## src/design/prba_div.sv

```systemverilog
// Pipelined restoring divider, one quotient bit per register stage.
// Standalone; instantiated by permute_reshape_block_address.
module prba_div #(
  parameter int NB = 32,
  parameter int DB = 64
) (
  input  logic          clk,
  input  logic          en,
  input  logic [NB-1:0] a,
  input  logic [DB-1:0] d,
  output logic [NB-1:0] q,
  output logic [NB-1:0] r
);

  localparam int CW = (NB + 1 > DB) ? NB + 1 : DB;

  logic [NB-1:0] rem_r [NB];
  logic [NB-1:0] wrd_r [NB];

  // divisor of zero never subtracts: remainder ends as a, quotient as zero
  for (genvar k = 0; k < NB; k++) begin : g_stage
    logic [NB-1:0] rem_in;
    logic [NB-1:0] wrd_in;
    logic [NB:0]   sh;
    logic [CW-1:0] shx;
    logic [CW-1:0] dx;
    logic          take;
    logic [NB-1:0] rem_nxt;
    logic [NB-1:0] wrd_nxt;

    if (k == 0) begin : g_first
      assign rem_in = '0;
      assign wrd_in = a;
    end else begin : g_next
      assign rem_in = rem_r[k-1];
      assign wrd_in = wrd_r[k-1];
    end

    always_comb begin
      sh      = {rem_in, wrd_in[NB-1]};
      shx     = CW'(sh);
      dx      = CW'(d);
      take    = (d != '0) && (shx >= dx);
      rem_nxt = take ? NB'(shx - dx) : NB'(sh);
      wrd_nxt = {wrd_in[NB-2:0], take};
    end

    always_ff @(posedge clk) begin
      if (en) begin
        rem_r[k] <= rem_nxt;
        wrd_r[k] <= wrd_nxt;
      end
    end
  end

  assign q = wrd_r[NB-1];
  assign r = rem_r[NB-1];

endmodule

```

## config.mk

```make
export PLATFORM = sky130hd
export DESIGN_NAME = prba_div
export DESIGN_NICKNAME = d
export VERILOG_FILES = /design/src/design/prba_div.sv
export SDC_FILE = /design/constraint.sdc
export NUM_CORES = 2
export LEC_CHECK = 0
export ABC_CLOCK_PERIOD_IN_PS = 5200
export BUFFER_PORTS_ARGS = -buffer_cell sky130_fd_sc_hd__buf_2
export CAP_MARGIN = 20
export CORE_MARGIN = 3
export CORE_UTILIZATION = 55
export CTS_CLUSTER_SIZE = 12
export DETAILED_ROUTE_END_ITERATION = 16
export PLACE_DENSITY_LB_ADDON = 0.3
export SETUP_SLACK_MARGIN = 0.1
export SLEW_MARGIN = 0
export SYNTH_ARGS = -nofsm -noshare
export SYNTH_HDL_FRONTEND = slang
export SYNTH_SLANG_ARGS = --single-unit
```

## constraint.sdc

```tcl
create_clock -name clk -period 5.2 [get_ports clk]
set_clock_uncertainty 0.2 [all_clocks]
set_input_delay 1.3 -clock clk [delete_from_list [all_inputs] [get_ports clk]]
set_output_delay 1.3 -clock clk [all_outputs]
set_load 0.02 [all_outputs]
```

## Word-level counts from Yosys, hierarchy flattened

Memories as Yosys holds them, arrays and structs flattened.
Cells that the tools add are included.

- Register bits: 0
- RAM bits: 2,048
- Memories kept: 2

Memory list:

| memory | depth | bits a word | rd ports | clocked after Yosys merged registers in | write ports | line | source |
|---|---|---|---|---|---|---|---|
| rem_r | 32 | 32 | 32 | 0 | 32 | 17 | `logic [NB-1:0] rem_r [NB];` |
| wrd_r | 32 | 32 | 32 | 0 | 32 | 18 | `logic [NB-1:0] wrd_r [NB];` |

- Add/subtract/negate cells: 32
- $lt $le $gt $ge: 32
- Muxes and demuxes: 34
- Reductions and logical operators: 33

Operators by type and width:

| cell | count |
|---|---|
| $ge A33 B64 Y1 | 31 |
| $mux W32 | 32 |
| $sub A32 B32 Y32 | 31 |
| $ge A1 B64 Y1 | 1 |
| $reduce_bool A64 Y1 | 1 |
| $logic_and A1 B1 Y1 | 32 |
| $sub A1 B32 Y32 | 1 |
| $mux W1 | 2 |

## Longest topological paths before layout

An unclocked memory read counts as a cell.

- Depth in word-level cells: 4
- Mapped depth: 17
- Gate-level depth less buffers: 14

## Least setup slack after synthesis

Ideal clock, no wire load.

- Path kind: input to register
- Start point: input port d[6]
- End point: memory rem_r[16][26] (netlist: rem_r[1][26]) (data pin)
- Arrival: 4.800 ns
- Required time: 4.740 ns
- Setup slack: -0.060 ns
- Cell stages on the path: 14
- Path buffers: 3
- Path through: inv_1 -> ha_1 -> buf_2 -> a221o_1 -> a211o_1 -> o21ai_1 -> a31oi_1 -> a31oi_2 -> o31ai_1 -> a2111oi_0 -> or3b_1 -> buf_2 -> buf_4 -> mux2_2

RTL lines:

| element | line | source |
|---|---|---|
| start: declaration | 10 | `input logic [DB-1:0] d,` |
| end: declaration | 17 |  |

==> results.json <==
{
  "synth_area_leaders": "edfxtp_1 50%, ha_1 11%, o21ai_0 4.3%, a21oi_1 3.5%, nand2_1 3.3%",
  "cts_buffer_depth": 3,
  "ios": 162,
  "slew_viol_final": 0,
  "routed_wl_mm": 339,
  "power_uw": 44200,
  "syn_avg_cell_area_sq_um": 11.2,
  "p_leak_uw": 0.0599,
  "cts_tree": "yes",
  "grt_antenna_before_repair": 18,
  "ys_seq_area_share_pct": 50.5,
  "avgViaCountPerCell": 6.00,
  "critPathKind": "input pin to register",
  "cp_num_buf_inv": 5,
  "postCtsSetupBuffers": 0,
  "htreeDepth": 4,
  "worst_hold_slack_ps": 195,
  "crit_end": "rem_r[0][435]",
  "syn_inst": 10800,
  "cts.repair.resized": 0,
  "pre_cts_ws_ps": -186,
  "pwr-share-seq_pct": 44.6,
  "dr_total_vias": 91900,
  "path_depth": 17,
  "portBuffers": 161,
  "syn2layout_area_growth_pct": 17.9,
  "ant_nets": 0,
  "required_ps": 5600,
  "grt_pass1_vias": 90200,
  "path_clk_slew_ps": 60,
  "cap_violations": 0,
  "synth.most_common_cell": "edfxtp_1",
  "dieHeight_microns": 477,
  "worstMarginPinSlew_ps": 943,
  "irDropWorstVdd_mv": 0.333,
  "drc_errors": 0,
  "grt_pass1_wl_mm": 517,
  "die_w_microns": 477,
  "fmax_ghz": 0.215,
  "gp_congestion": 0.968,
  "synth_flop_cell": "edfxtp_1",
  "status": "finished clean",
  "start_util_pct": 55.4,
  "yosysUniqueCellTypes": 95,
  "row_count": 172,
  "synth_top_cell_by_area": "edfxtp_1",
  "min_path_type": "register to register",
  "drtIter0Drc": 7736,
  "ys_top_cells_by_count": "2048 x edfxtp_1, 1087 x nand2_1, 1041 x o21ai_0",
  "path_cells": "buf_2 > buf_12 > ha_1 > fa_1 > nand2b_1 > a211oi_1 > o41ai_1 > buf_4 > a21oi_1 > o2111ai_1 > a31oi_1 > nor2_1 > a21oi_1 > o221ai_4 > buf_12 > buf_4 > o21ai_0",
  "rr_worst_depth": 16,
  "swShare_pct": 27.2,
  "final_nets": 13400,
  "synth_top_area_share_pct": 50.5,
  "coreArea_sq_um": 220000,
  "power_density_nw_per_um2": 308,
  "synth.net_count": 12000,
  "crit_path_max_incr_delay_ps": 410,
  "min_period_ps": 4660,
  "crit_fanout": 13,
  "setup_slack_ps": 538,
  "slowest_stage": "fa_1",
  "critPathLaunchType": "input pin",
  "dp_hpwl_mm": 253,
  "die_area_sq_um": 227000,
  "post-route-period-util_pct": 89.6,
  "grt_use_total_pct": 29.1,
  "numCtsBuffers": 222,
  "grt_max_degree": 146,
  "combinationalPowerShare_pct": 19.9,
  "cp-end-kind": "register",
  "hold_viol_final": 0,
  "dr.pass1.iters": 6,
  "netlist_area_sq_um": 122000,
  "fin_util_pct": 65.3,
  "pwr-share-clk_pct": 35.5,
  "p_int_uw": 32200,
  "setup_violations": 0,
  "rsz0062_at_grt": "false",
  "critical_path.top_delay_family": "compound AO/OA/AOI/OAI gates",
  "yosys_register_bits": 2048,
  "r2r_end": "rem_r[0][435]",
  "postCtsHoldBufs": 0,
  "r2r_start": "wrd_r[0][415]",
  "clock_sink_count": 2048,
  "yosys_warnings": 0,
  "relSlewSlack_pct": 37.1,
  "synth_edf_count": 2048,
  "async_flop_share_pct": 0,
  "avgRoutedWirePerCell_microns": 22.1,
  "crit_path_start": "d[0]",
  "p_sw_uw": 12000,
  "cts_root_buf": "clkbuf_16",
  "clk-insertion-delay-late_ps": 890,
  "cp.arrival_ps": 5070,
  "fin_setup_tns_ps": 0,
  "drive_gt1_share_pct": 17.8,
  "grt.overflow.total": 0,
  "r2r_setup_slack_ps": 740
}
-- how the worst min path moves through the flow --
| stage | startpoint | end | slack [ps] | cells past startpoint |
|---|---|---|---|---|
| after CTS | wrd_r[0][387] | wrd_r[0][420] | 200 | 0 |
| after floorplan | wrd_r[0][67] | wrd_r[0][100] | 200 | 0 |
| after detailed placement | wrd_r[0][117] | wrd_r[0][150] | 200 | 0 |
| after global placement | wrd_r[1][163] | wrd_r[1][196] | 200 | 0 |
| final | wrd_r[0][387] | wrd_r[0][420] | 190 | 0 |
| after global routing | wrd_r[0][387] | wrd_r[0][420] | 200 | 0 |
-- worst register-to-register path, cell delays in order (launching register included) --
cell       delay (ps)
edfxtp_1          520
inv_1              80
ha_1              220
fa_1              410
nand2b_1          190
a211oi_1          390
o41ai_1           130
buf_4             160
a21oi_1           210
o2111ai_1         200
a31oi_1           230
nor2_1             90
a21oi_1           310
o221ai_4          190
buf_12            180
buf_4             180
o21ai_0           330
-- final cells by class --
| cell class | instances | area [sq um] |
|---|---|---|
| fill | 16800 | 76300 |
| multi-input combinational | 8250 | 58500 |
| inverter | 290 | 1110 |
| timing repair buffer | 1389 | 11700 |
| clock buffer | 256 | 5680 |
| tap | 2958 | 3700 |
| antenna | 8 | 20.0 |
| clock inverter | 120 | 1490 |
| sequential | 2048 | 61500 |
-- placed cells by master (no fill, tap or decap), types with 33 or more instances in the layout --
cell type	instances
nor2b_1	172
o21a_1	109
o211ai_1	36
buf_2	159
o21ai_0	1040
inv_1	258
buf_12	130
buf_4	1100
nor4_1	46
a21oi_1	846
o21bai_1	115
o31ai_1	81
nand2b_1	164
xnor2_1	465
clkinv_1	41
nand4_1	151
nor2_1	484
nand2_1	1086
clkinv_2	33
a211oi_1	40
ha_1	1020
nand3_1	170
clkbuf_16	222
xor2_1	372
nor3_1	111
mux2_2	308
a21boi_0	33
clkbuf_1	34
o31a_1	35
and3_1	80
and2_1	48
a21o_1	534
or2_2	53
or3_1	43
edfxtp_1	2048
a31oi_1	92
-- state kept, by name, summed over array words and instances (netlist names) --
name / cells
wrd_r: 1024
rem_r: 1024
-- per-layer routing --
layer  share of wire [%]  track usage, %  up-vias
met2                  46            47.4     3134
li1                    -               -    43900
met1                  42            39.1    44200
met3                 6.7            4.33      723
met5              0.0038               0        -
met4                 4.6            12.2        2
-- power groups by stage --
stage	registers (uW)	logic, uW	clock network (uW)
3_3_place_gp	20000	8460	0
2_1_floorplan	19800	5500	0
5_1_grt	19800	9700	16700
6_report	19700	8830	15700
3_5_place_dp	20100	8640	0
4_1_cts	19700	8720	16000
-- per-stage QoR --
| stage | cells | area (sq um) |
|---|---|---|
| 3_5_place_dp | 14900 | 136000 |
| 4_1_cts | 15300 | 144000 |
| 6_report | 15300 | 144000 |
| 2_1_floorplan | 10800 | 122000 |
| 5_1_grt | 15300 | 144000 |
| 3_3_place_gp | 14900 | 136000 |
-- cells by family (layout without fill, tap and decap cells) --
group | after synthesis | after routing | synth area share [%]
AOI/OAI and AO/OA | 3304 | 3304 | 16.9
and+or+nand+nor | 2689 | 2689 | 10.4
DFF | 2048 | 2048 | 50.5
adders and majority gates | 1056 | 1056 | 11.0
xor gates and xnor gates | 837 | 837 | 6.02
buffers and inverters | 549 | 2055 | 1.80
muxes | 364 | 364 | 3.42
other | 0 | 8 | 0
(Power assumes the default switching activity.)
